<file path="config.mk">
export PLATFORM = sky130hd
export DESIGN_NAME = button_gesture_event_scanner_core
export DESIGN_NICKNAME = d
export VERILOG_FILES = /design/src/design/bges_pkg.sv /design/src/design/button_gesture_event_scanner_core.sv
export SDC_FILE = /design/constraint.sdc
export NUM_CORES = 1
export LEC_CHECK = 0
export BUFFER_PORTS_ARGS = -buffer_cell sky130_fd_sc_hd__buf_2
export CAP_MARGIN = 10
export CELL_PAD_IN_SITES_DETAIL_PLACEMENT = 1
export CELL_PAD_IN_SITES_GLOBAL_PLACEMENT = 1
export CORE_ASPECT_RATIO = 0.7
export CORE_UTILIZATION = 38
export CTS_BUF_LIST = sky130_fd_sc_hd__clkbuf_16
export DETAILED_ROUTE_END_ITERATION = 6
export PLACE_DENSITY_LB_ADDON = 0.3
export SYNTH_ARGS = -nofsm -noshare
export SYNTH_HDL_FRONTEND = slang
export SYNTH_SLANG_ARGS = --single-unit
</file>
<file path="constraint.sdc">
create_clock -name clock -period 13.7 [get_ports clock]
set_clock_uncertainty 0.05 [all_clocks]
set_input_delay 0 -clock clock [delete_from_list [all_inputs] [get_ports clock]]
set_output_delay 0 -clock clock [all_outputs]
set_load 0.01 [all_outputs]
</file>
<file path="src/design/bges_pkg.sv">
// types and constants shared by the button gesture event scanner
`timescale 1ns / 1ps
`default_nettype none

package bges_pkg;

   localparam int BUTTONS     = 4;
   localparam int COUNT_WIDTH = 16;
   localparam int PORT_W      = 8;
   localparam int PIN_SEL_W   = $clog2(PORT_W);
   localparam int BTN_IDX_W   = (BUTTONS > 1) ? $clog2(BUTTONS) : 1;

   // configuration register map
   localparam int CSR_COUNT        = 2 + BUTTONS;
   localparam int CSR_IDX_W        = $clog2(CSR_COUNT);
   localparam int CSR_DATA_W       = COUNT_WIDTH;
   localparam int CSR_PIN_SEL_BASE = 2;

   localparam logic [CSR_IDX_W-1:0] CSR_LONG_PRESS   = CSR_IDX_W'(0);
   localparam logic [CSR_IDX_W-1:0] CSR_DOUBLE_CLICK = CSR_IDX_W'(1);

   localparam logic [COUNT_WIDTH-1:0] CNT_MAX       = {COUNT_WIDTH{1'b1}};
   localparam logic [COUNT_WIDTH-1:0] LONG_PRESS_RST = COUNT_WIDTH'(100);
   localparam logic [COUNT_WIDTH-1:0] DOUBLE_CLICK_RST = COUNT_WIDTH'(30);

   // button count held one bit wider than an index, for wrap compares
   localparam logic [BTN_IDX_W:0] BTN_CNT = (BTN_IDX_W + 1)'(BUTTONS);

   typedef logic [BTN_IDX_W-1:0] btn_idx_type;
   typedef logic [PORT_W-1:0]    port_type;

   typedef enum logic {
      CMD_SCAN  = 1'b0,
      CMD_FETCH = 1'b1
   } cmd_type;

   typedef enum logic [2:0] {
      EV_NONE     = 3'd0,
      EV_PRESSED  = 3'd1,
      EV_LONG     = 3'd2,
      EV_RELEASED = 3'd3,
      EV_DOUBLE   = 3'd4
   } event_code_type;

endpackage

`default_nettype wire

</file>
<file path="src/design/button_gesture_event_scanner_core.sv">
// button gesture event scanner: scan ticks update buttons, fetches return events
`timescale 1ns / 1ps
`default_nettype none
// a fetch word is held in the input register, then in the result register that drives rsp_
// throughput: one word per cycle; a scan never stalls, a fetch waits only on a full result reg
// reset: synchronous active high, clears button state, pending events, pointer and valids,
// and loads the register defaults (long press 100, double click 30, pin select k = k)

module button_gesture_event_scanner_core (
   input  wire                                 clock,
   input  wire                                 reset,
   // request channel
   input  wire                                 req_valid,
   output logic                                req_ready,
   input  bges_pkg::cmd_type                   req_cmd,
   input  bges_pkg::port_type                  req_port_sample,
   // result channel
   output logic                                rsp_valid,
   input  wire                                 rsp_ready,
   output logic                                rsp_event_valid,
   output bges_pkg::btn_idx_type               rsp_button_index,
   output bges_pkg::event_code_type            rsp_event_code,
   // register write port
   input  wire                                 csr_write_enable,
   input  wire  [bges_pkg::CSR_IDX_W-1:0]      csr_index,
   input  wire  [bges_pkg::CSR_DATA_W-1:0]     csr_write_data
);

   import bges_pkg::*;

   // configuration registers
   logic [COUNT_WIDTH-1:0] long_press_ff;
   logic [COUNT_WIDTH-1:0] double_click_ff;
   logic [PIN_SEL_W-1:0]   pin_sel_ff [BUTTONS];

   // input register stage
   logic     stg_valid_ff;
   cmd_type  stg_cmd_ff;
   port_type stg_port_ff;
   logic     stg_go;

   // per button state
   logic                   level_ff   [BUTTONS];
   logic [COUNT_WIDTH-1:0] hold_ff    [BUTTONS];
   logic [COUNT_WIDTH-1:0] gap_ff     [BUTTONS];
   event_code_type         pending_ff [BUTTONS];
   btn_idx_type            ptr_ff;

   logic                   level_in   [BUTTONS];
   logic [COUNT_WIDTH-1:0] hold_in    [BUTTONS];
   logic [COUNT_WIDTH-1:0] gap_in     [BUTTONS];
   event_code_type         pending_in [BUTTONS];
   btn_idx_type            ptr_in;

   // scan results per button
   logic                   scan_level [BUTTONS];
   logic [COUNT_WIDTH-1:0] scan_hold  [BUTTONS];
   logic [COUNT_WIDTH-1:0] scan_gap   [BUTTONS];
   event_code_type         scan_ev    [BUTTONS];

   // round-robin pick
   logic                   pick_found;
   btn_idx_type            pick_idx;
   btn_idx_type            pick_next;
   logic [BTN_IDX_W:0]     cand_sum   [BUTTONS];
   btn_idx_type            cand_idx   [BUTTONS];
   logic [BTN_IDX_W:0]     next_sum;

   // result register
   logic           rsp_valid_ff;
   logic           rsp_event_valid_ff;
   btn_idx_type    rsp_button_index_ff;
   event_code_type rsp_event_code_ff;

   // the staged word moves on unless it is a fetch facing a full result register
   assign stg_go    = stg_valid_ff &&
                      ((stg_cmd_ff == CMD_SCAN) || !rsp_valid_ff || rsp_ready);
   assign req_ready = !stg_valid_ff || stg_go;

   assign rsp_valid        = rsp_valid_ff;
   assign rsp_event_valid  = rsp_event_valid_ff;
   assign rsp_button_index = rsp_button_index_ff;
   assign rsp_event_code   = rsp_event_code_ff;

   // scan update, one independent slice per button
   always_comb begin
      logic                   now;
      logic                   press;
      logic                   rel;
      logic [COUNT_WIDTH-1:0] hold_base;
      logic [COUNT_WIDTH-1:0] gap_base;
      for (int k = 0; k < BUTTONS; k++) begin
         // active low pins
         now   = !stg_port_ff[pin_sel_ff[k]];
         press = now && !level_ff[k];
         rel   = !now && level_ff[k];

         hold_base = press ? '0 : hold_ff[k];
         if (now && (hold_base != CNT_MAX)) begin
            scan_hold[k] = hold_base + COUNT_WIDTH'(1);
         end else begin
            scan_hold[k] = hold_base;
         end

         gap_base = rel ? '0 : gap_ff[k];
         if (!now && (gap_base != CNT_MAX)) begin
            scan_gap[k] = gap_base + COUNT_WIDTH'(1);
         end else begin
            scan_gap[k] = gap_base;
         end

         // later conditions override earlier ones, newer event wins
         scan_ev[k] = pending_ff[k];
         if (press) begin
            scan_ev[k] = EV_PRESSED;
         end
         if (now && (scan_hold[k] == long_press_ff)) begin
            scan_ev[k] = EV_LONG;
         end
         if (rel) begin
            if ((gap_ff[k] != '0) && (gap_ff[k] <= double_click_ff)) begin
               scan_ev[k] = EV_DOUBLE;
            end else begin
               scan_ev[k] = EV_RELEASED;
            end
         end

         scan_level[k] = now;
      end
   end

   // round-robin search from the poll pointer, nearest candidate wins
   always_comb begin
      pick_found = 1'b0;
      pick_idx   = '0;
      for (int n = 0; n < BUTTONS; n++) begin
         cand_sum[n] = {1'b0, ptr_ff} + (BTN_IDX_W + 1)'(n);
         if (cand_sum[n] >= BTN_CNT) begin
            cand_sum[n] = cand_sum[n] - BTN_CNT;
         end
         cand_idx[n] = cand_sum[n][BTN_IDX_W-1:0];
      end
      for (int n = BUTTONS - 1; n >= 0; n--) begin
         if (pending_ff[cand_idx[n]] != EV_NONE) begin
            pick_found = 1'b1;
            pick_idx   = cand_idx[n];
         end
      end
      next_sum = {1'b0, pick_idx} + (BTN_IDX_W + 1)'(1);
      if (next_sum >= BTN_CNT) begin
         next_sum = next_sum - BTN_CNT;
      end
      pick_next = next_sum[BTN_IDX_W-1:0];
   end

   // next state select
   always_comb begin
      ptr_in = ptr_ff;
      for (int k = 0; k < BUTTONS; k++) begin
         level_in[k]   = level_ff[k];
         hold_in[k]    = hold_ff[k];
         gap_in[k]     = gap_ff[k];
         pending_in[k] = pending_ff[k];
      end
      if (stg_cmd_ff == CMD_SCAN) begin
         for (int k = 0; k < BUTTONS; k++) begin
            level_in[k]   = scan_level[k];
            hold_in[k]    = scan_hold[k];
            gap_in[k]     = scan_gap[k];
            pending_in[k] = scan_ev[k];
         end
      end else if (pick_found) begin
         pending_in[pick_idx] = EV_NONE;
         ptr_in               = pick_next;
      end
   end

   // configuration registers
   always_ff @(posedge clock) begin
      if (reset) begin
         long_press_ff   <= LONG_PRESS_RST;
         double_click_ff <= DOUBLE_CLICK_RST;
         for (int k = 0; k < BUTTONS; k++) begin
            pin_sel_ff[k] <= PIN_SEL_W'(k);
         end
      end else if (csr_write_enable) begin
         if (csr_index == CSR_LONG_PRESS) begin
            long_press_ff <= csr_write_data[COUNT_WIDTH-1:0];
         end
         if (csr_index == CSR_DOUBLE_CLICK) begin
            double_click_ff <= csr_write_data[COUNT_WIDTH-1:0];
         end
         for (int k = 0; k < BUTTONS; k++) begin
            if (csr_index == CSR_IDX_W'(CSR_PIN_SEL_BASE + k)) begin
               pin_sel_ff[k] <= csr_write_data[PIN_SEL_W-1:0];
            end
         end
      end
   end

   // input register
   always_ff @(posedge clock) begin
      if (reset) begin
         stg_valid_ff <= 1'b0;
      end else if (req_ready) begin
         stg_valid_ff <= req_valid;
      end
      if (req_ready && req_valid) begin
         stg_cmd_ff  <= req_cmd;
         stg_port_ff <= req_port_sample;
      end
   end

   // button state and poll pointer
   always_ff @(posedge clock) begin
      if (reset) begin
         ptr_ff <= '0;
         for (int k = 0; k < BUTTONS; k++) begin
            level_ff[k]   <= 1'b0;
            hold_ff[k]    <= '0;
            gap_ff[k]     <= '0;
            pending_ff[k] <= EV_NONE;
         end
      end else if (stg_go) begin
         ptr_ff <= ptr_in;
         for (int k = 0; k < BUTTONS; k++) begin
            level_ff[k]   <= level_in[k];
            hold_ff[k]    <= hold_in[k];
            gap_ff[k]     <= gap_in[k];
            pending_ff[k] <= pending_in[k];
         end
      end
   end

   // result register, only fetch words produce a result
   always_ff @(posedge clock) begin
      if (reset) begin
         rsp_valid_ff <= 1'b0;
      end else if (stg_go && (stg_cmd_ff == CMD_FETCH)) begin
         rsp_valid_ff <= 1'b1;
      end else if (rsp_ready) begin
         rsp_valid_ff <= 1'b0;
      end
      if (stg_go && (stg_cmd_ff == CMD_FETCH)) begin
         rsp_event_valid_ff  <= pick_found;
         rsp_button_index_ff <= pick_found ? pick_idx : '0;
         rsp_event_code_ff   <= pick_found ? pending_ff[pick_idx] : EV_NONE;
      end
   end

endmodule

`default_nettype wire
</file>
Word level (Yosys, flattened, before mapping)
Memory sizes are Yosys's and may differ from the RTL's. A register that Yosys moved wholly into a read port is not among the register bits. Index checks and enable logic that the tools add are counted.

Memories kept: 5. Output and inout bits: 8. Memory bits (writable): 156. Logic and storage cells: 245. Register bits: 48. Input port bits: 33.

Memory list: gap_ff (depth 4, bits a word 16, read ports 4, clocked after memory_dff 0, write ports 4, RTL line button_gesture_event_scanner_core.sv:45) `logic [COUNT_WIDTH-1:0] gap_ff [BUTTONS];`; hold_ff (depth 4, bits a word 16, read ports 4, clocked after memory_dff 0, write ports 4, RTL line button_gesture_event_scanner_core.sv:44) `logic [COUNT_WIDTH-1:0] hold_ff [BUTTONS];`; pending_ff (depth 4, bits a word 3, read ports 9, clocked after memory_dff 1, write ports 4, RTL line button_gesture_event_scanner_core.sv:46) `event_code_type pending_ff [BUTTONS];`; pin_sel_ff (depth 4, bits a word 3, read ports 4, clocked after memory_dff 0, write ports 4, RTL line button_gesture_event_scanner_core.sv:34) `logic [PIN_SEL_W-1:0] pin_sel_ff [BUTTONS];`; level_ff (depth 4, bits a word 1, read ports 4, clocked after memory_dff 0, write ports 4, RTL line button_gesture_event_scanner_core.sv:43) `logic level_ff [BUTTONS];`.

Bitwise gates (word level): 24. Add/sub/neg operators: 17. Multiplexer cells: 103. Order comparisons: 15. Reduce and logical (&&, ||, !) cells: 55. Eq/ne operators: 17.

Operator list (number): 16-bit 2-to-1 mux (24); 16-bit by 1-bit adder with 16-bit output (second input constant) (8); 64-bit 2-to-1 mux (2); 16-bit != test (second input constant) (8); 3-bit 2-to-1 mux (25); 16-bit equality test (4); 16-bit <= comparator (4); 16-bit nonzero test (4); 1-bit 2-to-1 mux (35); 1-bit logical AND (28); 12-bit 2-to-1 mux (2); 1-bit OR (20); 2-bit 2-to-1 mux (9); 3-bit by 4-bit less-than comparator with 1-bit output (second input constant) (4); 3-bit >= comparator (second input constant) (5); 12-bit bitwise AND (1); 1-bit binary-select mux with 3-bit select (4); 12-bit inverter (1); 3-bit nonzero test (4); 1-bit zero test (11); 2-bit by 1-bit subtractor with 2-bit output (second input constant) (5); 2-bit by 1-bit adder with 3-bit output (second input constant) (2); 2-bit by 2-bit adder with 3-bit output (second input constant) (2); 3-bit demux with 2-bit select (1); other kinds (13) (18).

Longest topological paths before layout
Gate-level depths: netlist of the first run. An unclocked memory read counts as a cell.

Depth after elaboration: 19. Gate-level depth with buffers: 16. Mapped depth without buffers: 14.

Worst setup path after synthesis of the first run
No wires, ideal clock.

Path type: register -> register. Start point: mem pin_sel_ff[0][1] in the netlist's numbering. End point: mem pending_ff[0][0] in the netlist's numbering, enable pin. Required time: 13.307 ns. Clock period less this slack: 4.643 ns. Arrival time: 4.251 ns. Path slack: 9.057 ns. Setup time: 0.343 ns. Cell stages (with the launch flop): 16. Path buffers: 1. Cells stage by stage: edfxtp_1 > mux4_2 > mux2i_1 > clkbuf_1 > nand2_1 > and2_1 > ha_1 > nand4_1 > nor4_1 > or4_1 > nor4_1 > nand3_1 > or4_1 > nor4_2 > inv_2 > a41oi_1.

RTL lines (RTL line): start: declaration (button_gesture_event_scanner_core.sv:34); end: declaration (button_gesture_event_scanner_core.sv:46).

==> results of run 1 <==
## critical path, cell delays in order (launching register included)
cell and delay [ns]:
edfxtp_1 0.33, buf_4 0.39, inv_1 0.37, nand2_1 0.35, and2_1 0.18, ha_1 0.44
nand4_1 0.48, nor4_2 0.97, mux2i_1 0.33, xor2_1 0.16, o21ai_0 0.09, or4_1 0.57
nor4_2 0.45, inv_2 0.08, a41oi_1 0.39
## kinds of logic (layout without fill, tap and decap cells)
family,count (synthesis),count (layout)
flops,209,209
mux,50,50
fa+ha+maj,76,76
other cells,0,1
compound gates,405,405
simple gates,824,824
xor+xnor,94,94
buf+inv,173,198
## through the flow
stage / total power (uW) / utilization, %
finish: 1783 / 43.37
global route: 1847 / 43.37
CTS: 1785 / 43.36
detailed placement: 1107 / 40.53
global placement: 1095 / 40.53
floorplan: 996.0 / -
## sequential cells by signal, indices dropped and copies added, names as in the netlist, named ones only
name	count
long_press_ff	16
pin_sel_ff	12
gap_ff	64
rsp_valid	1
rsp_event_code	3
hold_ff	64
rsp_event_valid	1
ptr_ff	2
double_click_ff	16
level_ff	4
stg_port_ff	8
pending_ff	12
stg_cmd_ff	1
rsp_button_index	2
stg_valid_ff	1
## synthesized netlist by cell type, types with 10 or more instances
library cell | count | area share, %
and2_1 | 27 | 1.1
inv_1 | 55 | 1.3
or3_1 | 21 | 0.83
nor2b_1 | 16 | 0.64
nand2b_1 | 23 | 0.91
nand2_1 | 206 | 4.9
and4_1 | 10 | 0.56
mux4_2 | 10 | 1.4
nand3_1 | 83 | 2.6
xnor2_1 | 49 | 2.7
a21oi_1 | 121 | 3.8
ha_1 | 76 | 6.0
o211ai_1 | 18 | 0.86
buf_1 | 11 | 0.26
or4_1 | 16 | 0.76
mux2i_1 | 26 | 1.7
a21o_1 | 22 | 1.0
a22oi_1 | 16 | 0.76
nand4_1 | 71 | 2.8
xor2_1 | 45 | 2.5
nor3_1 | 56 | 1.8
clkbuf_1 | 99 | 2.4
dfxtp_1 | 38 | 4.8
nor2_1 | 197 | 4.7
a211oi_1 | 10 | 0.48
nor4_1 | 47 | 1.9
edfxtp_1 | 171 | 33
and3_1 | 23 | 0.91
mux2_2 | 14 | 1.0
o21ai_0 | 72 | 2.3
o2111ai_1 | 10 | 0.56
a31oi_1 | 17 | 0.68
## final cells by class
| cell class | instances | area [sq um] |
|---|---|---|
| inverters | 56 | 215.2 |
| multi-input cells | 1449 | 9204 |
| diodes | 1 | 2.502 |
| clock buffers | 27 | 675.6 |
| well taps | 535 | 669.4 |
| flip-flops and latches | 209 | 5896 |
| repair buffers | 94 | 690.7 |
| clock inverters | 21 | 125.1 |
| fillers | 4732 | 22820 |
## path summary, 6_finish.rpt
kind | startpoint | to | slack [ns] | cells after the start
setup / recovery | level_ff[0] | pending_ff[0][0] | 7.69 | 14
hold / removal | csr_index[2] | pin_sel_ff[3][1] | 0.02 | 3
setup reg to reg | level_ff[0] | pending_ff[0][0] | 7.69 | 14
hold reg to reg | double_click_ff[14] | double_click_ff[14] | 0.41 | 2
## per-layer routing
layer	up-vias	share of wire [%]	GRT usage, %
li1	6916	-	-
met2	591	42	40.08
met3	92	7.8	4.253
met5	-	0	0
met1	7638	48	40.23
met4	0	2.7	7.038
## repair_timing
action / 4_1_cts / 5_1_grt
endpoints found under the hold margin: 67 / 0
setup endpoints to repair: 0 / 0
hold buffers: 34 / 0
## power by group through the flow
stage,combinational [uW],clock (uW),sequential [uW]
after floorplan,228,0,768
after global placement,298,0,796
after detailed placement,308,0,799
after CTS,318,680,786
after global routing,351,702,794
final,323,671,789
==> results.sh, run 1 <==
export IMPL_synthSimpleGateAreaFrac_pct=25.84
export IMPL_setup_viol=0
export IMPL_synth_xor_area_share_pct=5.229
export IMPL_hpwl_um=40730
export IMPL_holdWs_ns=0.02409
export IMPL_stdcell_count=2392
export IMPL_grtUsageTotal_pct=26.99
export IMPL_placedCellCount=2309
export IMPL_seq_area_frac_synth_pct=37.45
export IMPL_pre_cts_ws_ns=7.918
export IMPL_crit_required_ns=13.85
export IMPL_rsz0062_at_grt="false"
export IMPL_power_frac_comb_pct=18.1
export IMPL_rows=61
export IMPL_power_density_nw_per_um2=102.0
export IMPL_ys_flop_type="edfxtp_1"
export IMPL_synthMuxAreaShare_pct=4.085
export IMPL_min_path_type="input port to register"
export IMPL_arrival_ns=6.16
export IMPL_syn_area_sq_um=15740
export IMPL_crit_path_end_kind="register"
export IMPL_synth_compound_area_share_pct=17.17
export IMPL_drtPass1Iterations=5
export IMPL_cts_tree="yes"
export IMPL_mostFrequentLayoutCell="nand2_1"
export IMPL_vdd_drop_max_v=0.00008886
export IMPL_layout_common_cells="nand2_1 (205), nor2_1 (197), edfxtp_1 (171), a21oi_1 (121), nand3_1 (83)"
export IMPL_maxCapViolations=0
export IMPL_coreArea_sq_um=40300
export IMPL_synthAdderAreaFrac_pct=6.040
export IMPL_hold_violations=0
export IMPL_totalWireLength_um=57120
export IMPL_clk_pin_slew_worst_paths_ns=0.06
export IMPL_syn_nets=1940
export IMPL_avgViaCountPerCell=6.370
export IMPL_clk_latency_ns=0.56
export IMPL_drive_gt1_share_pct=7.705
export IMPL_p_int_uw=1219
export IMPL_p_seq_share_pct=44.3
export IMPL_yosysUniqueCellTypes=75
export IMPL_fin_area_sq_um=17480
export IMPL_switching_power_uw=563.4
export IMPL_num_vias=15240
export IMPL_initial_utilization_pct=39.07
export IMPL_slew_headroom_pct=23.30
export IMPL_path_class="register to register"
export IMPL_die_area_sq_um=42260
export IMPL_drc=0
export IMPL_leakagePower_uw=0.005998
export IMPL_postSynth_asyncResetShare_pct=0
export IMPL_clock_sinks=209
export IMPL_postCtsSetupBuffers=0
export IMPL_ys_ff_latch=209
export IMPL_syn_avg_cell_area_sq_um=8.598
export IMPL_power_share_clock_pct=37.6
export IMPL_cts_buffer_depth=3
export IMPL_numCtsBuffers=26
export IMPL_cts_max_level=1
export IMPL_nets=1945
export IMPL_postCtsResizedCells=0
export IMPL_grt_pass1_wl_um=89230
export IMPL_root_buffer="clkbuf_16"
export IMPL_grt_pass1_vias=15010
export IMPL_crit_path_start_kind="register"
export IMPL_die_x_um=245.3
export IMPL_first_iter_violations=1511
export IMPL_io_pin_count=41
export IMPL_placedInstanceArea_sq_um=16330
export IMPL_synth_warnings=0
export IMPL_sw_frac_of_total_pct=31.60
export IMPL_synth_enable_flop_cells=171
export IMPL_tns_ns=0
export IMPL_path_max_fanout=40
export IMPL_synth_top_family_by_area="simple AND/OR/NAND/NOR gates"
export IMPL_final_max_slew_viol_count=0
export IMPL_post_drt_wl_per_cell_um=23.88
export IMPL_setup_slack_ns=7.692
export IMPL_outcome="completed"
export IMPL_finalCriticalPeriod_ns=6.008
export IMPL_syn_inst=1831
export IMPL_fin_crit_sh_pct=43.86
export IMPL_tightest_slew_ns=1.140
export IMPL_grt_max_degree=78
export IMPL_fmax_mhz=166.4
export IMPL_antenna_found_initial=2
export IMPL_port_buffers=40
export IMPL_syn_to_final_growth_pct=11.01
export IMPL_overflow=0
export IMPL_gp_congestion=0.9145
export IMPL_die_y_um=172.3
export IMPL_ant_nets=0
Note: power is estimated with default switching activity, not from simulation.
==> inputs of run 2 (changes only) <==
==> constraint.sdc (replaced) <==
create_clock -name clock -period 5.9 [get_ports clock]
set_clock_uncertainty 0.05 [all_clocks]
set_input_delay 0 -clock clock [delete_from_list [all_inputs] [get_ports clock]]
set_output_delay 0 -clock clock [all_outputs]
set_load 0.01 [all_outputs]
==> results.sh, run 2 (synthesis results as in run 1) <==
export IMPL_outcome="completed"
export IMPL_fin_area_sq_um=17470
export IMPL_min_delay_start="csr_index[2]"
export IMPL_grt_pass1_wl_um=89450
export IMPL_io_pin_count=41
export IMPL_largestRegisters="gap_ff (64), hold_ff (64)"
export IMPL_n_antenna_cell=0
export IMPL_syn_to_final_growth_pct=10.96
export IMPL_grtUsageMet3_pct=6.162
export IMPL_die_y_um=172.3
export IMPL_clk_pin_slew_worst_paths_ns=0.07
export IMPL_hold_violations=0
export IMPL_first_iter_violations=1528
export IMPL_slew_headroom_pct=26.30
export IMPL_placedInstanceArea_sq_um=16380
export IMPL_worst_r2r_setup_slack_ns=0.48
export IMPL_postCtsResizedCells=0
export IMPL_die_area_sq_um=42260
export IMPL_power_density_nw_per_um2=234.6
export IMPL_num_vias=15320
export IMPL_root_buffer="clkbuf_16"
export IMPL_initial_utilization_pct=39.07
export IMPL_post_drt_wl_per_cell_um=24.57
export IMPL_final_max_slew_viol_count=0
export IMPL_tightest_slew_ns=1.106
export IMPL_leakagePower_uw=0.005997
export IMPL_cts_max_level=1
export IMPL_port_buffers=40
export IMPL_crit_required_ns=6.05
export IMPL_cts_tree="yes"
export IMPL_vdd_drop_max_v=0.0002039
export IMPL_setup_viol=0
export IMPL_hpwl_um=41790
export IMPL_min_path_type="input port to register"
export IMPL_totalWireLength_um=58780
export IMPL_ant_nets=0
export IMPL_startpoint="pin_sel_ff[0][1]"
export IMPL_cts_buffer_depth=3
export IMPL_finalCriticalPeriod_ns=5.420
export IMPL_tns_ns=0
export IMPL_crit_path_end_kind="register"
export IMPL_fillCellCount=4717
export IMPL_drive_gt1_share_pct=8.131
export IMPL_antenna_found_initial=1
export IMPL_layout_common_cells="nand2_1 (205), nor2_1 (197), edfxtp_1 (171), a21oi_1 (121), nand3_1 (83)"
export IMPL_coreArea_sq_um=40300
export IMPL_crit_path_start_kind="register"
export IMPL_drc=0
export IMPL_mostFrequentLayoutCell="nand2_1"
export IMPL_path_class="register to register"
export IMPL_numCtsBuffers=25
export IMPL_post_cts_hold_buffer_count=32
export IMPL_grt_busiest_layer="met1"
export IMPL_drtPass1Iterations=6
export IMPL_rsz0062_at_grt="false"
export IMPL_grt_max_degree=80
export IMPL_clock_sinks=209
export IMPL_fmax_mhz=184.5
export IMPL_rows=61
export IMPL_nets=1948
export IMPL_postCtsSetupBuffers=0
export IMPL_use_met2_pct=39.35
export IMPL_overflow=0
export IMPL_maxCapViolations=0
export IMPL_met1_usage_pct=40.81
export IMPL_final_util_pct=43.35
export IMPL_gp_congestion=0.9073
export IMPL_path_max_fanout=9
export IMPL_grtUsageTotal_pct=27.59
export IMPL_r2r_start="pin_sel_ff[0][1]"
export IMPL_avgViaCountPerCell=6.403
export IMPL_die_x_um=245.3
export IMPL_fin_crit_sh_pct=91.86
export IMPL_arrival_ns=5.57
export IMPL_clk_latency_ns=0.56
export IMPL_grt_pass1_vias=14850
-- run 2: metrics by stage --
step | hold slack, ns | total power, uW | worst slack [ns] | std cells
after floorplan | 0.04887 | 2313 | 1.257 | 1831
after global placement | 0.1892 | 2546 | 0.8210 | 2315
after detailed placement | 0.1756 | 2576 | 0.6334 | 2315
after CTS | 0.003118 | 4106 | 0.5914 | 2392
after global routing | 0.03526 | 4248 | 0.2036 | 2392
final | 0.04456 | 4099 | 0.4803 | 2392
-- run 2: area by class of cell --
cell class | count | area, sq um | share of cell area [%]
repair buffers | 98 | 715.7 | 4.097
multi-input cells | 1449 | 9204 | 52.69
flip-flops and latches | 209 | 5896 | 33.75
inverters | 56 | 215.2 | 1.232
clock inverters | 18 | 93.84 | 0.5372
clock buffers | 27 | 675.6 | 3.868
well taps | 535 | 669.4 | 3.832
-- run 2: report_power, final --
group          internal [uW]  total [uW]  switching (uW)
combinational            274         755             481
sequential              1690        1830             140
clock                    826        1510             688
total                   2790        4100            1310
-- run 2: worst paths after layout --
| check | endpoint | cells after the start |
|---|---|---|
| hold / removal | pin_sel_ff[2][2] | 3 |
| hold reg to reg | double_click_ff[14] | 2 |
| setup reg to reg | pending_ff[0][2] | 14 |
| setup / recovery | pending_ff[0][2] | 14 |
-- run 2: per-layer routing --
| layer | wire length [um] | vias up | share of wire [%] |
|---|---|---|---|
| li1 | - | 6914 | - |
| met1 | 27770 | 7674 | 47 |
| met2 | 23930 | 626 | 41 |
| met3 | 5335 | 103 | 9.1 |
| met4 | 1742 | 0 | 3.0 |
| met5 | 0 | - | 0 |
-- run 2: worst max-delay path: stages, from the launching register on --
cell and delay [ns]:
edfxtp_1 0.43, mux4_2 0.37, mux2i_1 0.12, nand2_1 0.23
and2_1 0.17, ha_1 0.17, nand4_1 0.32, nor4_2 0.91
mux2i_1 0.32, xor2_1 0.15, o21ai_0 0.11, or4_1 0.59
nor4_2 0.60, inv_2 0.12, a41oi_1 0.41
==> inputs of run 3 (changes only) <==
--- a/config.mk
+++ b/config.mk
@@ -14,6 +14,7 @@
 export CTS_BUF_LIST = sky130_fd_sc_hd__clkbuf_16
 export DETAILED_ROUTE_END_ITERATION = 6
 export PLACE_DENSITY_LB_ADDON = 0.3
+export SETUP_SLACK_MARGIN = 0.5
 export SYNTH_ARGS = -nofsm -noshare
 export SYNTH_HDL_FRONTEND = slang
 export SYNTH_SLANG_ARGS = --single-unit
==> results.sh, run 3 (synthesis results as in run 1) <==
export IMPL_rr_worst_depth=14
export IMPL_setup_viol=0
export IMPL_fin_crit_sh_pct=87.18
export IMPL_path_max_fanout=18
export IMPL_crit_path_start_kind="register"
export IMPL_initial_utilization_pct=39.07
export IMPL_coreArea_sq_um=40300
export IMPL_min_path_type="input port to register"
export IMPL_path_cells="mux4_2, mux2i_1, buf_4, a21boi_0, ha_1, nand3_1, nor4_1, xnor2_1, nor2_1, xnor2_1, a221oi_1, nor4b_1, nand3_1, a31oi_1"
export IMPL_rows=61
export IMPL_fillCellCount=4720
export IMPL_slew_headroom_pct=26.09
export IMPL_power_density_nw_per_um2=233.8
export IMPL_totalWireLength_um=58940
export IMPL_outcome="completed"
export IMPL_avgViaCountPerCell=6.393
export IMPL_nets=1953
export IMPL_ant_nets=0
export IMPL_io_pin_count=41
export IMPL_crit_path_end="pending_ff[3][1]"
export IMPL_crit_path_end_kind="register"
export IMPL_die_area_sq_um=42260
export IMPL_hpwl_um=41790
export IMPL_rsz0062_at_grt="false"
export IMPL_cts_buffer_depth=3
export IMPL_port_buffers=40
export IMPL_die_x_um=245.3
export IMPL_tightest_slew_ns=1.109
export IMPL_grtUsageTotal_pct=27.59
export IMPL_placedCellCount=2315
export IMPL_startpoint="pin_sel_ff[3][1]"
export IMPL_crit_path_top_delay_cell="nor4_1"
export IMPL_stdcell_count=2397
export IMPL_final_util_pct=43.51
export IMPL_r2r_start="pin_sel_ff[3][1]"
export IMPL_drc=0
export IMPL_post_drt_wl_per_cell_um=24.59
export IMPL_tns_ns=0
export IMPL_worst_r2r_setup_slack_ns=0.76
export IMPL_clk_latency_ns=0.55
export IMPL_finalCriticalPeriod_ns=5.143
export IMPL_clock_sinks=209
export IMPL_cpPeakStageDelay_ns=0.86
export IMPL_grt_max_degree=80
export IMPL_cts_max_level=1
export IMPL_root_buffer="clkbuf_16"
export IMPL_path_depth=14
export IMPL_leakagePower_uw=0.006039
export IMPL_syn_to_final_growth_pct=11.37
export IMPL_mostFrequentLayoutCell="nand2_1"
export IMPL_n_antenna_cell=0
export IMPL_largestRegisters="gap_ff (64), hold_ff (64)"
export IMPL_drtPass1Iterations=5
export IMPL_numCtsBuffers=25
export IMPL_critical_path_buf_inv_count=1
export IMPL_num_vias=15330
export IMPL_vdd_drop_max_v=0.0002033
export IMPL_grt_pass1_vias=14850
export IMPL_cpLargestDelayFamily="simple AND/OR/NAND/NOR gates"
export IMPL_path_class="register to register"
export IMPL_overflow=0
export IMPL_r2r_end="pending_ff[3][1]"
export IMPL_die_y_um=172.3
export IMPL_clk_pin_slew_worst_paths_ns=0.07
export IMPL_drive_gt1_share_pct=8.485
export IMPL_antenna_found_initial=1
export IMPL_maxCapViolations=0
export IMPL_first_iter_violations=1597
export IMPL_crit_required_ns=6.05
export IMPL_hold_violations=0
export IMPL_gp_congestion=0.9073
export IMPL_cts_tree="yes"
export IMPL_grt_pass1_wl_um=89450
export IMPL_arrival_ns=5.30
export IMPL_layout_common_cells="nand2_1 (205), nor2_1 (196), edfxtp_1 (171), a21oi_1 (121), nand3_1 (83)"
export IMPL_final_max_slew_viol_count=0
export IMPL_fmax_mhz=194.4
-- run 3: per-stage QoR --
stage,hold WS (ns),power (uW),setup slack [ns],instance area (sq um)
6_report,0.03985,4100,0.7567,17530
5_1_grt,0.03526,4251,0.5745,17530
4_1_cts,0.003118,4106,0.5914,17470
3_5_place_dp,0.1756,2576,0.6334,16380
3_3_place_gp,0.1892,2546,0.8210,16380
2_1_floorplan,0.04887,2313,1.257,15740
-- run 3: metal layers --
metal / vias to the layer above / part of all wire [%] / global-route usage [%]
met5: - / 0 / 0
met4: 0 / 3.0 / 8.451
met3: 104 / 9.0 / 6.162
met2: 607 / 41 / 39.35
met1: 7686 / 47 / 40.81
li1: 6928 / - / -
-- run 3: worst min-delay path, stage by stage --
cell	delay (ns)
buf_2	0.11
nand3b_1	0.28
nor4_1	0.07
-- run 3: power breakdown --
| part | total [uW] | leakage, uW | internal [uW] | switching (uW) |
|---|---|---|---|---|
| Clock | 1510 | 0.000399 | 826 | 685 |
| Sequential | 1830 | 0.00208 | 1690 | 140 |
| Combinational | 759 | 0.00356 | 275 | 484 |
-- run 3: cell type report --
| class | instances | area [sq um] | share of cell area, % |
|---|---|---|---|
| repair buffers | 103 | 753.2 | 4.296 |
| clock buffers | 27 | 675.6 | 3.853 |
| flip-flops and latches | 209 | 5896 | 33.62 |
| multi-input cells | 1449 | 9231 | 52.65 |
| well taps | 535 | 669.4 | 3.818 |
| inverters | 56 | 215.2 | 1.227 |
| clock inverters | 18 | 93.84 | 0.5352 |
-- run 3: worst min-delay path by stage --
stage	startpoint	to	slack, ns	cells after the start
floorplan	req_cmd	stg_cmd_ff	0.05	0
global placement	req_port_sample[1]	stg_port_ff[1]	0.19	1
detailed placement	req_port_sample[3]	stg_port_ff[3]	0.18	1
CTS	csr_index[2]	pin_sel_ff[2][2]	0.003	3
global route	csr_index[2]	pin_sel_ff[2][2]	0.04	3
finish	csr_index[2]	pin_sel_ff[2][2]	0.04	3
-- run 3: timing repair --
item | in CTS | in global routing
setup endpoints to repair | 0 | 7
buffers inserted | 0 | 5
hold buffers | 32 | 0
hold endpoints to repair | 64 | 0
gates resized for setup | 0 | 4
